File: config.mk
export PLATFORM = sky130hd
export DESIGN_NAME = led_blink_fade_sequencer_top
export DESIGN_NICKNAME = d
export VERILOG_FILES = /design/src/rtl/core/lbf_pkg.sv /design/src/rtl/core/lbf_sequencer.sv /design/src/rtl/core/lbf_datapath.sv /design/src/rtl/core/led_blink_fade_sequencer_top.sv
export SDC_FILE = /design/constraint.sdc
export NUM_CORES = 1
export LEC_CHECK = 0
export BUFFER_PORTS_ARGS = -buffer_cell sky130_fd_sc_hd__buf_2
export CAP_MARGIN = 20
export CORE_UTILIZATION = 40
export CTS_BUF_LIST = sky130_fd_sc_hd__clkbuf_8 sky130_fd_sc_hd__clkbuf_16
export CTS_CLUSTER_SIZE = 10
export DETAILED_ROUTE_END_ITERATION = 7
export GPL_ROUTABILITY_DRIVEN = 0
export PLACE_DENSITY = 0.54
export SYNTH_ARGS = -nofsm -noshare
export SYNTH_HDL_FRONTEND = slang
export SYNTH_SLANG_ARGS = --single-unit
File: constraint.sdc
create_clock -name clk -period 26.4 [get_ports clk]
set_input_delay 6.6 -clock clk [delete_from_list [all_inputs] [get_ports clk]]
set_output_delay 6.6 -clock clk [all_outputs]
set_load 0.03 [all_outputs]
File: src/rtl/core/lbf_pkg.sv
`default_nettype none

package lbf_pkg;

	// Channel and word layout
	localparam int NCH       = 5;
	localparam int CH_W      = 8;
	localparam int COLOR_W   = NCH * CH_W;
	localparam int WORD_W    = 48;
	localparam int CFG_IDX_W = 3;
	localparam int CFG_W     = 40;

	// Timing constants
	localparam logic [15:0] DEFAULT_TIME = 16'd1000;
	localparam logic [16:0] ELAPSED_MAX  = 17'h1FFFF;

	// Quotient is capped at 10 bits; anything larger saturates the channel
	localparam int          QUOT_W    = 10;
	localparam logic [3:0]  DIV_STEPS = 4'(QUOT_W);

	// Register indexes
	localparam logic [CFG_IDX_W-1:0] REG_TARGET = 3'd0;
	localparam logic [CFG_IDX_W-1:0] REG_START  = 3'd1;
	localparam logic [CFG_IDX_W-1:0] REG_FADE   = 3'd2;
	localparam logic [CFG_IDX_W-1:0] REG_HOLD   = 3'd3;
	localparam logic [CFG_IDX_W-1:0] REG_BLINK  = 3'd4;

	// Phase codes
	localparam logic [2:0] PH_FADE_UP    = 3'd0;
	localparam logic [2:0] PH_HOLD_FULL  = 3'd1;
	localparam logic [2:0] PH_FADE_DOWN  = 3'd2;
	localparam logic [2:0] PH_HOLD_BLACK = 3'd3;
	localparam logic [2:0] PH_FINAL      = 3'd4;

	// Microcode
	typedef logic [2:0] upc_t;

	typedef enum logic [2:0] {
		OP_WAIT,
		OP_DECIDE,
		OP_SETUP,
		OP_DIV,
		OP_CH_END,
		OP_EMIT,
		OP_IDLE
	} op_t;

	typedef enum logic [2:0] {
		C_NEXT,
		C_ALWAYS,
		C_NO_ACCEPT,
		C_NO_RAMP,
		C_DIV_MORE,
		C_MORE_CH,
		C_OUT_BUSY
	} cond_t;

	typedef struct packed {
		op_t   op;
		cond_t cond;
		upc_t  target;
	} uword_t;

	typedef struct packed {
		logic accepted;
		logic no_ramp;
		logic div_more;
		logic more_ch;
		logic out_busy;
	} flags_t;

	// Emit sits at the top address so that falling through wraps to wait;
	// the last channel falls into a join step that jumps to emit
	localparam upc_t UPC_WAIT   = 3'd0;
	localparam upc_t UPC_DECIDE = 3'd1;
	localparam upc_t UPC_SETUP  = 3'd2;
	localparam upc_t UPC_DIV    = 3'd3;
	localparam upc_t UPC_CH_END = 3'd4;
	localparam upc_t UPC_JOIN   = 3'd5;
	localparam upc_t UPC_EMIT   = 3'd7;

	function automatic uword_t ucode_rom(input upc_t a);
		uword_t w;
		unique case (a)
			UPC_WAIT:   w = '{op: OP_WAIT,   cond: C_NO_ACCEPT, target: UPC_WAIT};
			UPC_DECIDE: w = '{op: OP_DECIDE, cond: C_NO_RAMP,   target: UPC_EMIT};
			UPC_SETUP:  w = '{op: OP_SETUP,  cond: C_NEXT,      target: UPC_WAIT};
			UPC_DIV:    w = '{op: OP_DIV,    cond: C_DIV_MORE,  target: UPC_DIV};
			UPC_CH_END: w = '{op: OP_CH_END, cond: C_MORE_CH,   target: UPC_SETUP};
			UPC_JOIN:   w = '{op: OP_IDLE,   cond: C_ALWAYS,    target: UPC_EMIT};
			UPC_EMIT:   w = '{op: OP_EMIT,   cond: C_OUT_BUSY,  target: UPC_EMIT};
			default:    w = '{op: OP_WAIT,   cond: C_ALWAYS,    target: UPC_WAIT};
		endcase
		return w;
	endfunction

endpackage

`default_nettype wire

File: src/rtl/core/lbf_sequencer.sv
`default_nettype none

module lbf_sequencer (
	input  wire              clk,
	input  wire              arst_n,
	input  lbf_pkg::flags_t  flags,
	output lbf_pkg::uword_t  cw
);
	import lbf_pkg::*;

	upc_t upc_q;
	logic take;

	assign cw = ucode_rom(upc_q);

	always_comb begin
		unique case (cw.cond)
			C_NEXT:      take = 1'b0;
			C_ALWAYS:    take = 1'b1;
			C_NO_ACCEPT: take = !flags.accepted;
			C_NO_RAMP:   take = flags.no_ramp;
			C_DIV_MORE:  take = flags.div_more;
			C_MORE_CH:   take = flags.more_ch;
			C_OUT_BUSY:  take = flags.out_busy;
			default:     take = 1'b1;
		endcase
	end

	always_ff @(posedge clk or negedge arst_n) begin
		if (!arst_n) begin
			upc_q <= UPC_WAIT;
		end else if (take) begin
			upc_q <= cw.target;
		end else begin
			upc_q <= upc_q + 3'd1;
		end
	end

endmodule

`default_nettype wire

File: src/rtl/core/lbf_datapath.sv
`default_nettype none

module lbf_datapath (
	input  wire                                clk,
	input  wire                                arst_n,
	input  lbf_pkg::uword_t                    cw,
	output lbf_pkg::flags_t                    flags,
	input  wire                                s_tvalid,
	output logic                               s_tready,
	input  wire  [lbf_pkg::WORD_W-1:0]         s_tdata,
	output logic                               m_tvalid,
	input  wire                                m_tready,
	output logic [lbf_pkg::WORD_W-1:0]         m_tdata,
	input  wire                                cfg_we,
	input  wire  [lbf_pkg::CFG_IDX_W-1:0]      cfg_index,
	input  wire  [lbf_pkg::CFG_W-1:0]          cfg_data
);
	import lbf_pkg::*;

	typedef enum logic [2:0] {
		K_TARGET,
		K_BLACK,
		K_UP,
		K_DOWN,
		K_FIN_BLEND,
		K_FIN_BLACK
	} kind_t;

	// Configuration
	logic [COLOR_W-1:0] target_q, start_q;
	logic [15:0]        fade_q, hold_q;
	logic [7:0]         blink_q;

	// Sequencer state
	logic [2:0]  phase_q;
	logic [16:0] elapsed_q;
	logic [7:0]  cycles_q;
	logic        use_start_q;

	// Per-word working registers
	logic [CH_W-1:0] resume_q [NCH];
	logic [CH_W-1:0] col_q [NCH];
	kind_t           kind_q;
	logic            moved_q, done_q;
	logic [2:0]      phase_out_q;
	logic [2:0]      ch_q;

	// Divider
	logic [15:0]       rem_q;
	logic [QUOT_W-1:0] nq_q;
	logic [3:0]        cnt_q;
	logic              neg_q, ovf_q;
	logic [CH_W-1:0]   base_q;

	logic              m_tvalid_q;
	logic [WORD_W-1:0] m_tdata_q;

	logic [15:0] ft, ht;
	logic        accepted, out_busy;

	assign ft = (fade_q == 16'd0) ? DEFAULT_TIME : fade_q;
	assign ht = (hold_q == 16'd0) ? DEFAULT_TIME : hold_q;

	assign s_tready = (cw.op == OP_WAIT);
	assign accepted = s_tvalid && s_tready;
	assign out_busy = m_tvalid_q && !m_tready;
	assign m_tvalid = m_tvalid_q;
	assign m_tdata  = m_tdata_q;

	// Phase decision for this tick
	kind_t      kind_d;
	logic [2:0] phase_n, phase_out_d;
	logic       moved_d, done_d, usc_n;
	logic [7:0] cyc_n, cyc_inc;
	logic       e_gt_ft, e_gt_ht, single;

	assign e_gt_ft = elapsed_q > {1'b0, ft};
	assign e_gt_ht = elapsed_q > {1'b0, ht};
	assign single  = blink_q <= 8'd1;
	assign cyc_inc = (cycles_q != 8'hFF) ? cycles_q + 8'd1 : cycles_q;

	always_comb begin
		kind_d      = K_TARGET;
		phase_n     = phase_q;
		phase_out_d = phase_q;
		moved_d     = 1'b0;
		done_d      = 1'b0;
		cyc_n       = cycles_q;
		usc_n       = use_start_q;
		unique case (phase_q)
			PH_FADE_UP: begin
				if (e_gt_ft) begin
					phase_n = PH_HOLD_FULL;
					usc_n   = 1'b0;
					moved_d = 1'b1;
				end else begin
					kind_d = K_UP;
				end
			end
			PH_HOLD_FULL: begin
				if (e_gt_ht) begin
					phase_n = PH_FADE_DOWN;
					moved_d = 1'b1;
				end
			end
			PH_FADE_DOWN: begin
				if (single) begin
					phase_n = PH_FINAL;
					moved_d = 1'b1;
				end else if (e_gt_ft) begin
					kind_d  = K_BLACK;
					phase_n = PH_HOLD_BLACK;
					moved_d = 1'b1;
				end else begin
					kind_d = K_DOWN;
				end
			end
			PH_HOLD_BLACK: begin
				kind_d = K_BLACK;
				if (e_gt_ht) begin
					cyc_n   = cyc_inc;
					phase_n = (cyc_inc >= blink_q) ? PH_FINAL : PH_FADE_UP;
					moved_d = 1'b1;
				end
			end
			default: begin
				// unreachable codes above final behave as final
				phase_out_d = PH_FINAL;
				kind_d      = single ? K_FIN_BLEND : K_FIN_BLACK;
				done_d      = e_gt_ft;
			end
		endcase
	end

	assign flags.accepted = accepted;
	assign flags.no_ramp  = (kind_d == K_TARGET) || (kind_d == K_BLACK);
	assign flags.div_more = (cnt_q != 4'd1);
	assign flags.more_ch  = (ch_q != 3'(NCH - 1));
	assign flags.out_busy = out_busy;

	// Channel setup: base, signed difference, |e*diff| and overflow check
	logic [5:0]       ch_off;
	logic [CH_W-1:0]  tgt_c, st_c, rs_c, base_c;
	logic signed [9:0] diff_c;
	logic [CH_W-1:0]  mag_c;
	logic [24:0]      prod_c;
	logic             ovf_c;

	assign ch_off = {ch_q, 3'b000};
	assign tgt_c  = target_q[ch_off +: CH_W];
	assign st_c   = start_q[ch_off +: CH_W];
	assign rs_c   = resume_q[ch_q];

	always_comb begin
		base_c = '0;
		diff_c = '0;
		unique case (kind_q)
			K_UP: begin
				base_c = use_start_q ? st_c : '0;
				diff_c = $signed({2'b00, tgt_c}) - $signed({2'b00, base_c});
			end
			K_DOWN: begin
				base_c = tgt_c;
				diff_c = -$signed({2'b00, tgt_c});
			end
			K_FIN_BLEND: begin
				base_c = tgt_c;
				diff_c = $signed({2'b00, rs_c}) - $signed({2'b00, tgt_c});
			end
			K_FIN_BLACK: begin
				base_c = '0;
				diff_c = $signed({2'b00, rs_c});
			end
			default: begin
				base_c = '0;
				diff_c = '0;
			end
		endcase
	end

	logic [9:0] diff_abs;
	assign diff_abs = diff_c[9] ? 10'(-diff_c) : 10'(diff_c);
	assign mag_c    = diff_abs[CH_W-1:0];
	assign prod_c   = 25'(elapsed_q) * 25'(mag_c);
	assign ovf_c    = {1'b0, prod_c} >= {ft, 10'd0};

	// Restoring divide step
	logic [16:0] trial;
	logic        ge;
	logic [15:0] rem_n;

	assign trial = {rem_q, nq_q[QUOT_W-1]};
	assign ge    = trial >= {1'b0, ft};
	assign rem_n = ge ? 16'(trial - {1'b0, ft}) : trial[15:0];

	// Channel finish: apply sign, add base, saturate to 0..255
	logic signed [11:0] qs, sum;
	logic [CH_W-1:0]    sat_c;

	assign qs  = neg_q ? -$signed({2'b00, nq_q}) : $signed({2'b00, nq_q});
	assign sum = $signed({4'b0000, base_q}) + qs;

	always_comb begin
		if (ovf_q) begin
			sat_c = neg_q ? 8'h00 : 8'hFF;
		end else if (sum < 0) begin
			sat_c = 8'h00;
		end else if (sum > 12'sd255) begin
			sat_c = 8'hFF;
		end else begin
			sat_c = sum[CH_W-1:0];
		end
	end

	logic [COLOR_W-1:0] col_flat;
	always_comb begin
		for (int i = 0; i < NCH; i++) begin
			col_flat[i*CH_W +: CH_W] = col_q[i];
		end
	end

	// Configuration registers
	always_ff @(posedge clk or negedge arst_n) begin
		if (!arst_n) begin
			target_q <= '0;
			start_q  <= '0;
			fade_q   <= DEFAULT_TIME;
			hold_q   <= DEFAULT_TIME;
			blink_q  <= 8'd1;
		end else if (cfg_we) begin
			unique case (cfg_index)
				REG_TARGET: target_q <= cfg_data;
				REG_START:  start_q  <= cfg_data;
				REG_FADE:   fade_q   <= cfg_data[15:0];
				REG_HOLD:   hold_q   <= cfg_data[15:0];
				REG_BLINK:  blink_q  <= cfg_data[7:0];
				default: begin
				end
			endcase
		end
	end

	// Control state
	always_ff @(posedge clk or negedge arst_n) begin
		if (!arst_n) begin
			phase_q     <= PH_FADE_UP;
			elapsed_q   <= '0;
			cycles_q    <= '0;
			use_start_q <= 1'b1;
			ch_q        <= '0;
			cnt_q       <= '0;
			m_tvalid_q  <= 1'b0;
		end else begin
			// emit handles its own handoff below
			if (m_tvalid_q && m_tready && (cw.op != OP_EMIT)) begin
				m_tvalid_q <= 1'b0;
			end
			unique case (cw.op)
				OP_WAIT: begin
					if (accepted && s_tdata[0]) begin
						phase_q     <= PH_FADE_UP;
						elapsed_q   <= '0;
						cycles_q    <= '0;
						use_start_q <= 1'b1;
					end
				end
				OP_DECIDE: begin
					phase_q     <= phase_n;
					cycles_q    <= cyc_n;
					use_start_q <= usc_n;
					ch_q        <= '0;
				end
				OP_SETUP: begin
					cnt_q <= DIV_STEPS;
				end
				OP_DIV: begin
					cnt_q <= cnt_q - 4'd1;
				end
				OP_CH_END: begin
					ch_q <= ch_q + 3'd1;
				end
				OP_EMIT: begin
					if (!out_busy) begin
						m_tvalid_q <= 1'b1;
						if (moved_q) begin
							elapsed_q <= 17'd1;
						end else if (elapsed_q != ELAPSED_MAX) begin
							elapsed_q <= elapsed_q + 17'd1;
						end
					end
				end
				default: begin
				end
			endcase
		end
	end

	// Payload
	always_ff @(posedge clk) begin
		unique case (cw.op)
			OP_WAIT: begin
				if (accepted) begin
					for (int i = 0; i < NCH; i++) begin
						resume_q[i] <= s_tdata[1 + i*CH_W +: CH_W];
					end
				end
			end
			OP_DECIDE: begin
				kind_q      <= kind_d;
				moved_q     <= moved_d;
				done_q      <= done_d;
				phase_out_q <= phase_out_d;
				for (int i = 0; i < NCH; i++) begin
					col_q[i] <= (kind_d == K_TARGET) ? target_q[i*CH_W +: CH_W] : '0;
				end
			end
			OP_SETUP: begin
				base_q <= base_c;
				neg_q  <= diff_c[9];
				ovf_q  <= ovf_c;
				rem_q  <= 16'(prod_c[24:QUOT_W]);
				nq_q   <= prod_c[QUOT_W-1:0];
			end
			OP_DIV: begin
				rem_q <= rem_n;
				nq_q  <= {nq_q[QUOT_W-2:0], ge};
			end
			OP_CH_END: begin
				col_q[ch_q] <= sat_c;
			end
			OP_EMIT: begin
				if (!out_busy) begin
					m_tdata_q <= {4'b0000, done_q, phase_out_q, col_flat};
				end
			end
			default: begin
			end
		endcase
	end

endmodule

`default_nettype wire

File: src/rtl/core/led_blink_fade_sequencer_top.sv
// Each accepted tick is worked through in turn; the next tick is accepted only after emit.
// A ramping tick runs decide, per channel setup, ten divide steps and finish, a join step
// and emit; a hold tick runs decide and emit. A stalled output holds the program in emit
// until the word leaves; the finished word waits in the output register while the next
// word is accepted. The divide steps are those of the serial restoring divider.
// Reset (arst_n low, asynchronous): config to defaults, phase fade up, counters zero.
`default_nettype none

module led_blink_fade_sequencer_top (
	input  wire                            clk,
	input  wire                            arst_n,
	// s_tdata: restart[0], resume_r[8:1], resume_g[16:9], resume_b[24:17],
	//          resume_cw[32:25], resume_ww[40:33], zero[47:41]
	input  wire                            s_tvalid,
	output logic                           s_tready,
	input  wire  [lbf_pkg::WORD_W-1:0]     s_tdata,
	// m_tdata: out_r[7:0], out_g[15:8], out_b[23:16], out_cw[31:24],
	//          out_ww[39:32], phase[42:40], done_res[43], zero[47:44]
	output logic                           m_tvalid,
	input  wire                            m_tready,
	output logic [lbf_pkg::WORD_W-1:0]     m_tdata,
	// register writes: 0 target, 1 start, 2 fade time, 3 hold time, 4 blink count
	input  wire                            cfg_we,
	input  wire  [lbf_pkg::CFG_IDX_W-1:0]  cfg_index,
	input  wire  [lbf_pkg::CFG_W-1:0]      cfg_data
);
	import lbf_pkg::*;

	// Microcode program: wait -> decide -> (setup, divide x10, finish) x5 -> join -> emit.
	// Hold phases and phase exits branch from decide straight to emit.
	// Reset also re-arms the start colour and empties the output register.
	uword_t cw;
	flags_t flags;

	lbf_sequencer u_seq (
		.clk    (clk),
		.arst_n (arst_n),
		.flags  (flags),
		.cw     (cw)
	);

	// Datapath: config regs, phase state, one multiplier and a restoring divider
	// shared by the five channels, channel results and the output register.
	lbf_datapath u_dp (
		.clk       (clk),
		.arst_n    (arst_n),
		.cw        (cw),
		.flags     (flags),
		.s_tvalid  (s_tvalid),
		.s_tready  (s_tready),
		.s_tdata   (s_tdata),
		.m_tvalid  (m_tvalid),
		.m_tready  (m_tready),
		.m_tdata   (m_tdata),
		.cfg_we    (cfg_we),
		.cfg_index (cfg_index),
		.cfg_data  (cfg_data)
	);

endmodule

`default_nettype wire

# ---- Yosys cells after proc, flatten, opt, wreduce, memory -nomap -nowiden
# Memory sizes are Yosys's and may differ from the RTL's. A register that Yosys moved wholly into a read port is not among the register bits.
# Index checks and enable logic that the tools add are counted.
dict set report op_classes {
  addsub 12
  n_mul 1
  order_cmp 8
  eq_ne 45
  shift 2
  mux 69
  bitwise 1
  n_reduce_logical 34
}
# operator n
set ops {}
lappend ops {{$mux W8} 16}
lappend ops {{$shiftx A40 B7 Y8} 2}
lappend ops {{$mux W17} 4}
lappend ops {{$pmux W9 S7} 1}
lappend ops {{$mux W16} 3}
lappend ops {{$pmux W10 S4} 1}
lappend ops {{$eq A3 B2 Y1 const B} 12}
lappend ops {{$gt A17 B16 Y1} 2}
lappend ops {{$pmux W17 S2} 1}
lappend ops {{$eq A3 B3 Y1 const B} 11}
lappend ops {{$logic_not A16 Y1} 2}
lappend ops {{$pmux W16 S2} 1}
lappend ops {{$pmux W8 S2} 2}
lappend ops {{$mux W3} 10}
lappend ops {{$ge A25 B26 Y1} 1}
lappend ops {{$mul A17 B8 Y25} 1}
lappend ops {{$pmux W3 S4} 2}
lappend ops {{$pmux W10 S2} 1}
lappend ops {{$logic_not A3 Y1} 6}
lappend ops {{$mux W1} 18}
lappend ops {{$sub A8 B8 Y9} 2}
lappend ops {{$add A17 B1 Y17 const B} 1}
lappend ops {{$ge A17 B16 Y1} 1}
lappend ops {{$ne A17 B17 Y1 const B} 1}
lappend ops {{40 further kinds} 70}
dict set report totals {
  regBits 248
  ramBits 80
  mem_count 2
}
# name depth word_bits read_ports rd_clocked_by_memory_dff wr line_no
set memory_table {}
lappend memory_table {u_dp.col_q 5 8 5 5 5 lbf_datapath.sv:42} ;# logic [CH_W-1:0] col_q [NCH];
lappend memory_table {u_dp.resume_q 5 8 1 0 5 lbf_datapath.sv:41} ;# logic [CH_W-1:0] resume_q [NCH];

# ---- Logic depth before layout (Yosys ltp)
# Gate-level depths: netlist (run 1).
dict set report logic_depth {
  depth_word 10
  ltp_mapped 44
}

# ---- By module
# From an unflattened synthesis (run 1), not the netlist that was laid out.
dict set report unflattened {
  cells_unflattened 2113
  area_unflattened_um2 22689.3
}
# mod instances cells_each area_each_um2 seq_area_each_um2
set by_module_without_submodules {}
lappend by_module_without_submodules {lbf_datapath 1 2051 22176.3 8991.1}
lappend by_module_without_submodules {lbf_sequencer 1 62 513.0 75.1}

# ---- Least setup slack after synthesis (run 1)
# OpenSTA, ideal clock, no wires.
dict set report synth_timing {
  path_type {input port to flip-flop}
  start {in s_tvalid}
  end {reg u_dp.cycles_q[3]}
  setup_time_ps 110
  arrival_ps 9841
  path_slack_ps 16449
  path_stages 6
  path_buffers 0
  path_cell_list {inv_1 -> a21oi_1 -> nand2_1 -> a22o_1 -> or2_2 -> o41ai_1}
}
dict set report synth_via {
  elab_chain_cells 4
}
# element line_no
set synth_lines {}
lappend synth_lines {{from (decl)} led_blink_fade_sequencer_top.sv:14} ;# input wire s_tvalid,
lappend synth_lines {{$logic_and A1 B1 Y1} lbf_datapath.sv:65} ;# assign accepted = s_tvalid && s_tready;
lappend synth_lines {{$logic_and A1 B1 Y1} lbf_datapath.sv:260} ;# if (accepted && s_tdata[0]) begin
lappend synth_lines {{$ne A2 B2 Y1 (no line)} --}
lappend synth_lines {{$reduce_and A4 Y1 (no line)} --}
lappend synth_lines {{to (signal assigned)} lbf_datapath.sv:269} ;# cycles_q <= cyc_n;
lappend synth_lines {{to (decl)} lbf_datapath.sv:37} ;# logic [7:0] cycles_q;
# No other way between the ends.
# A chain may end at the register's enable or synchronous reset.

# ---- Worst setup path in the final report (run 1)
dict set report layout_timing {
  start {reg u_dp.ch_q[0]}
  end {reg u_dp.ovf_q (data pin)}
}
dict set report layout_via {
  elab_chain_cells 8
}
# element line_no
set layout_lines {}
lappend layout_lines {{from (decl)} lbf_datapath.sv:46} ;# logic [2:0] ch_q;
lappend layout_lines {{from (signal assigned)} lbf_datapath.sv:280} ;# ch_q <= ch_q + 3'd1;
lappend layout_lines {{$shiftx A40 B7 Y8} lbf_datapath.sv:151} ;# assign st_c = start_q[ch_off +: CH_W];
lappend layout_lines {{$mux W8} lbf_datapath.sv:159} ;# base_c = use_start_q ? st_c : '0;
lappend layout_lines {{$sub A8 B8 Y9} lbf_datapath.sv:160} ;# diff_c = $signed({2'b00, tgt_c}) - $signed({2'b00, base_c});
lappend layout_lines {{$pmux W10 S4 *} lbf_datapath.sv:157} ;# unique case (kind_q)
lappend layout_lines {{$neg A8 Y8} lbf_datapath.sv:182} ;# assign diff_abs = diff_c[9] ? 10'(-diff_c) : 10'(diff_c);
lappend layout_lines {{$mux W8 *} lbf_datapath.sv:182}
lappend layout_lines {{$mul A17 B8 Y25 *} lbf_datapath.sv:184} ;# assign prod_c = 25'(elapsed_q) * 25'(mag_c);
lappend layout_lines {{$ge A25 B26 Y1 *} lbf_datapath.sv:185} ;# assign ovf_c = {1'b0, prod_c} >= {ft, 10'd0};
lappend layout_lines {{named net u_dp.ovf_c} lbf_datapath.sv:147} ;# logic ovf_c;
lappend layout_lines {{to (signal assigned)} lbf_datapath.sv:320} ;# ovf_q <= ovf_c;
lappend layout_lines {{to (decl)} lbf_datapath.sv:52} ;# logic neg_q, ovf_q;
# The timed path passes the listed nets; every way through them passes the cells marked *.

==> results.cfg, run 1 <==
[outcome]
outcome = finished, final reports clean

[sta]
max_slew_margin_pct = 26.90
hold_violations = 0
tns_ns = 0
slew_viol_final = 0
setup_viol = 0
min_period_ns = 11.32
rsz0062_at_grt = false
worstMarginPinSlew_ns = 1.097
clock_skew_ns = 0.02429
period_share_pct = 42.86
max_freq_mhz = 88.37

[min_path]
min_path_type = reg -> reg

[clocking]
hold_buffers = 0
cts_buffer_depth = 3
cts_tree = built
htree_levels = 2
cts-resized-gates = 0
insertion_delay_ns = 0.58
post-cts-setup-buffers = 0
cts.reportedPaths.clkPinSlew_ns = 0.06
cts_buffers = 41
clock-root-buffer = clkbuf_16
cts_num_sinks = 328

[die]
die_y_um = 242.9
fp.dieArea_sq_um = 59010
rows = 87
initial_core_util_pct = 40.86
core_area_sq_um = 56820
die_w_um = 242.9
io-pin-count = 146

[global_routing]
grt_start_max_net_pins = 97
overflow = 0
grtUsageTotal_pct = 22.50
grt_pass1_vias = 17502
antenna_found_initial = 4
grt_pass1_wl_um = 102700

[setup_path]
slowest_stage = o21a_1
timing.rr.start = u_dp.ch_q[0]
crit_end = u_dp.ovf_q
path_class = reg -> reg
cp_num_buf_inv = 4
worstSetupStartpointType = register
crit_path_max_fanout = 36
crit_path_end_kind = register
required_ns = 26.73
worst-path-stages = 36
worstSetupStartpoint = u_dp.ch_q[0]
cp_slowest_stage_delay_ns = 0.76
ff2ff_setup_slack_ns = 15.08
arrival_ns = 11.64
r2r_end = u_dp.ovf_q
r2r_cells = 36
crit_top_cell = fa_1
cp_top_family = compound AO/OA/AOI/OAI gates

[synthesis]
synth_edf_count = 168
syn_area_sq_um = 23220
synth_top_area_share_pct = 21.73
synth_area_leaders = edfxtp_1 22%, dfrtp_1 16%, ha_1 8.4%, fa_1 8.1%, mux2_2 5.8%
synth_top_area_cell = edfxtp_1
synthArstFlopShare_pct = 48.78
avgSynthCellArea_sq_um = 10.38
ys_types = 85
synthCells = 2236
synth-main-ff-cell = edfxtp_1
synth_seq_area_share_pct = 39.05
yosys_warnings = 0
synth_seq_cells = 328

[detailed_routing]
drtPass1Iterations = 5
dr.first_iter.drc_count = 1481
ant_nets = 0
drc = 0
route.vias.total = 17640
wl_per_cell_um = 21.32
vias_per_cell = 5.661
wirelength_um = 66440

[cells_and_area]
finish.utilization_pct = 45.60
antenna_cells = 0
syn_to_final_growth_pct = 11.61
nets = 2675
drive_gt1_share_pct = 16.74

[place]
dp_hpwl_um = 49300
port_buffers = 134

[power_and_ir_drop]
p_per_area_nw_per_um2 = 52.77
power_leakage_nw = 10.57
irDropWorstVdd_v = 0.00004626

[flow_run]
max_cap_violations = 0
==> placed cells by master, fill, tap and decap left out, drive strengths merged, types with 21 or more instances in the layout <==
master,synthesis,layout
a21oi,77,77
nand4,21,21
nor3,31,31
inv,187,209
fa,94,94
mux2i,48,48
nand3,47,47
xnor2,37,37
o22ai,55,55
nand3b,45,45
a211oi,28,28
a21o,31,31
edfxtp,168,168
buf,30,163
nand2,199,199
nand2b,26,26
dfrtp,146,146
xor2,22,22
o21a,22,22
nor2b,23,23
clkbuf,86,45
and2,59,59
ha,156,156
mux2,119,119
nor2,98,98
o21ai,133,133
==> final cells by class <==
class | count | area (sq um)
Fill cell | 5399 | 30910
Multi-Input combinational cell | 1608 | 13010
Sequential cell | 328 | 9069
Clock buffer | 45 | 1092
Tap cell | 756 | 945.9
Timing Repair Buffer | 163 | 894.6
Inverter | 187 | 701.9
Clock inverter | 29 | 196.4
==> sequential cells by signal, indices dropped and copies added (netlist names), 8 cells and up <==
register / count
m_tdata: 40
u_dp.base_q: 8
u_dp.blink_q: 8
u_dp.col_q: 40
u_dp.cycles_q: 8
u_dp.elapsed_q: 17
u_dp.fade_q: 16
u_dp.hold_q: 16
u_dp.nq_q: 10
u_dp.rem_q: 16
u_dp.resume_q: 40
u_dp.start_q: 40
u_dp.target_q: 40
==> stage by stage <==
| step | hold WS [ns] | area, sq um | cells | power, W | setup slack [ns] |
|---|---|---|---|---|---|
| 6_report | 0.4149 | 25910 | 3116 | 0.001367 | 15.08 |
| 2_1_floorplan | 0.4003 | 23230 | 2239 | 0.0007623 | 16.45 |
| 3_5_place_dp | 0.4052 | 24620 | 3042 | 0.0008389 | 15.17 |
| 3_3_place_gp | 0.4023 | 24620 | 3042 | 0.0008329 | 15.23 |
| 4_1_cts | 0.4176 | 25910 | 3116 | 0.001376 | 15.11 |
| 5_1_grt | 0.4248 | 25910 | 3116 | 0.001426 | 14.44 |
==> routing by layer <==
metal	track usage (%)	up-vias	wire length, um
met1	31.55	8773	30360
met5	0	-	19
met4	6.715	2	1767
li1	-	8224	-
met3	4.036	102	4275
met2	35.39	539	30020
==> worst min-delay path by stage <==
stage / from / to / slack, ns / cells past startpoint
floorplan: u_dp.col_q[0][0] / m_tdata[0] / 0.40 / 0
global placement: u_dp.col_q[4][6] / m_tdata[38] / 0.40 / 0
detailed placement: u_dp.phase_out_q[1] / u_dp.m_tdata[41] / 0.41 / 0
CTS: u_dp.col_q[4][0] / m_tdata[32] / 0.42 / 0
global route: u_dp.col_q[0][5] / m_tdata[5] / 0.42 / 0
finish: u_dp.col_q[4][0] / m_tdata[32] / 0.41 / 0
==> synth_stat cells, types with 26 or more instances <==
| library cell | instances |
|---|---|
| nand2b_1 | 26 |
| xnor2_1 | 36 |
| fa_1 | 94 |
| nand2_1 | 199 |
| mux2i_1 | 48 |
| nor2_1 | 98 |
| ha_1 | 156 |
| dfrtp_1 | 146 |
| edfxtp_1 | 168 |
| nand3b_1 | 45 |
| o22ai_1 | 55 |
| nor3_1 | 29 |
| a21oi_1 | 76 |
| a21o_1 | 31 |
| nand3_1 | 47 |
| clkbuf_1 | 86 |
| inv_1 | 187 |
| a211oi_1 | 27 |
| and2_1 | 59 |
| mux2_2 | 119 |
| o21ai_0 | 128 |
==> worst register-to-register path: cells and delay by family (launching register included) <==
kind	cells	cell delay (ns)
and+or+nand+nor	10	1.86
adders and majority gates	7	3.00
DFF	1	0.65
xor gates and xnor gates	1	0.35
muxes	1	0.43
buffers and inverters	4	0.81
AOI/OAI and AO/OA	13	3.98
==> kinds of logic after synthesis <==
group	synth area share [%]
AND/OR/NAND/NOR	14.70
XOR/XNOR	2.258
AO/OA/AOI/OAI	12.96
flip-flops	39.05
other	0.01615
multiplexers	9.296
buffers and inverters	5.211
adder cells (fa/ha/maj)	16.51
==> power by group <==
part / switching, W / internal [W] / leakage, nW / total, W
combinational: 0.000122 / 0.0000972 / 6.48 / 0.000219
sequential: 0.0000382 / 0.000580 / 3.39 / 0.000618
clock: 0.000223 / 0.000308 / 0.703 / 0.000531
Note: power is estimated with default switching activity, not from simulation.
==> run 2, diff against run 1 <==
--- a/config.mk
+++ b/config.mk
@@ -12,7 +12,7 @@
 export CTS_CLUSTER_SIZE = 10
 export DETAILED_ROUTE_END_ITERATION = 7
 export GPL_ROUTABILITY_DRIVEN = 0
-export PLACE_DENSITY = 0.54
+export PLACE_DENSITY = 0.57
 export SYNTH_ARGS = -nofsm -noshare
 export SYNTH_HDL_FRONTEND = slang
 export SYNTH_SLANG_ARGS = --single-unit
==> constraint.sdc (replaced) <==
create_clock -name clk -period 9.4 [get_ports clk]
set_input_delay 2.35 -clock clk [delete_from_list [all_inputs] [get_ports clk]]
set_output_delay 2.35 -clock clk [all_outputs]
set_load 0.03 [all_outputs]
==> run 2 against run 1 <==
Compared with the run above:
- clock power grew to 2.7 times the previous value
- register-to-register slack lost 15 ns
- core utilization grew 3.2 points
- combinational power grew to 3.2 times the previous value
- cell area grew 7.1%
- critical path depth grew 2
- maximum frequency grew 22%
- final cell count grew 5.3%
- first-iteration DRC count shrank 8.0%
- count of clock-buffer cells in the layout is the same
- critical path type unchanged
- largest cell class unchanged
==> results.cfg, run 2 (synthesized netlist as in run 1, its figures left out) <==
[power_and_ir_drop]
power_leakage_nw = 11.49
p_total_w = 0.003862
p_per_area_nw_per_um2 = 139.2
irDropWorstVdd_v = 0.0001268

[detailed_routing]
top_layer = met5
drtPass1Iterations = 6
drc = 0
wl_per_cell_um = 20.54
wl_met3_um = 3798
ant_nets = 0
vias_per_cell = 5.492
dr.first_iter.drc_count = 1363
wl_met1_um = 31550
wirelength_um = 67400
wl_met2_um = 30480
route.vias.total = 18020

[setup_path]
required_ns = 9.78
path_class = reg -> reg
cp_slowest_stage_delay_ns = 0.54
r2r_cells = 38
timing.rr.start = u_dp.ch_q[0]
ff2ff_setup_slack_ns = 0.1
arrival_ns = 9.68
r2r_end = u_dp.ovf_q
worstSetupStartpoint = u_dp.ch_q[0]
crit_path_end_kind = register
crit_path_max_fanout = 8
worstSetupStartpointType = register
slowest_stage = fa_1

[place]
pre_cts_slack_ns = -0.4688
port_buffers = 134
dpl-instance-area_sq_um = 25820
dpl.cell_count = 3188
dp_hpwl_um = 50610

[sta]
slew_viol_final = 0
period_share_pct = 98.96
setup_viol = 0
hold_violations = 0
timing.final.ws_setup_ns = 0.09800
worstMarginPinSlew_ns = 1.060
rsz0062_at_grt = true
max_slew_margin_pct = 29.18
clock_skew_ns = 0.03392
tns_ns = 0
max_freq_mhz = 107.5
min_period_ns = 9.302

[clocking]
cts_num_sinks = 328
cts_buffers = 40
hold_buffers = 0
cts_buffer_depth = 3
cts.reportedPaths.clkPinSlew_ns = 0.06
clock-root-buffer = clkbuf_16
cts_tree = built
insertion_delay_ns = 0.57
htree_levels = 2

[die]
die_w_um = 242.9
die_y_um = 242.9
core_area_sq_um = 56820
io-pin-count = 146
rows = 87
initial_core_util_pct = 40.86
fp.dieArea_sq_um = 59010

[cells_and_area]
antenna_cells = 0
fin_area_sq_um = 27750
nets = 2840
fill_cells = 5214
syn_to_final_growth_pct = 19.51
layout_common_cells = 205 x inv_1, 198 x nand2_1, 177 x buf_4
final_common_cell = inv_1
drive_gt1_share_pct = 25.27
finalNonFillerCells = 3281

[global_routing]
antenna_found_initial = 2
grt_pass1_vias = 17988
grt_pass1_wl_um = 102700
grtUsageTotal_pct = 22.37
grt_start_max_net_pins = 64
overflow = 0

[min_path]
min_path_type = reg -> reg
hold_depth = 0
hold_start = u_dp.col_q[2][5]
holdPathEnd = m_tdata[21]

[flow_run]
max_cap_violations = 0

[outcome]
outcome = finished, final reports clean
==> run 2: final cells by class <==
type,count,area [sq um],area share [%]
Clock buffer,45,1070,3.856
Clock inverter,28,166.4,0.5997
Inverter,187,701.9,2.530
Multi-Input combinational cell,1608,13490,48.61
Sequential cell,328,9067,32.68
Tap cell,756,945.9,3.409
Timing Repair Buffer,329,2307,8.315
==> run 2: where the power goes <==
part	total [W]	internal (W)	switching [W]	leakage (nW)
logic	0.000695	0.000326	0.000369	7.42
clock network	0.00143	0.000818	0.000613	0.682
registers	0.00174	0.00163	0.000107	3.39
total	0.00386	0.00277	0.00109	11.5
==> run 2: timing repair <==
action / 4_1_cts / 5_1_grt
pin swaps: 13 / 77
gates resized for setup: 23 / 91
setup buffers: 6 / 15
cloned: 0 / 2
setup endpoints to repair: 1 / 1
==> run 2: per-layer routing <==
metal,up-vias,GRT usage [%]
met5,-,0
met4,2,6.252
met3,88,3.638
met2,508,34.58
met1,8867,32.28
li1,8555,-
==> run 2: worst max path at each step <==
stage                             to  depth (start not counted)
after floorplan           u_dp.ovf_q                         37
after global placement    u_dp.ovf_q                         38
after detailed placement  u_dp.ovf_q                         38
after CTS                 u_dp.ovf_q                         38
after global routing      u_dp.ovf_q                         38
final                     u_dp.ovf_q                         38
==> run 2: worst max-delay path, delay by kind of cell (launching register included) <==
kind	cells	cell delay [ns]
simple gates	7	1.33
xor+xnor	1	0.08
flops	1	0.50
buf+inv	8	1.04
mux	2	0.51
fa+ha+maj	7	2.98
compound gates	13	2.62
==> run 2: stage by stage <==
step / utilization [%] / hold WS, ns
finish: 48.83 / 0.4147
floorplan: - / 0.4003
global placement: 45.44 / 0.4027
CTS: 47.85 / 0.4182
global route: 48.83 / 0.4230
detailed placement: 45.44 / 0.4045
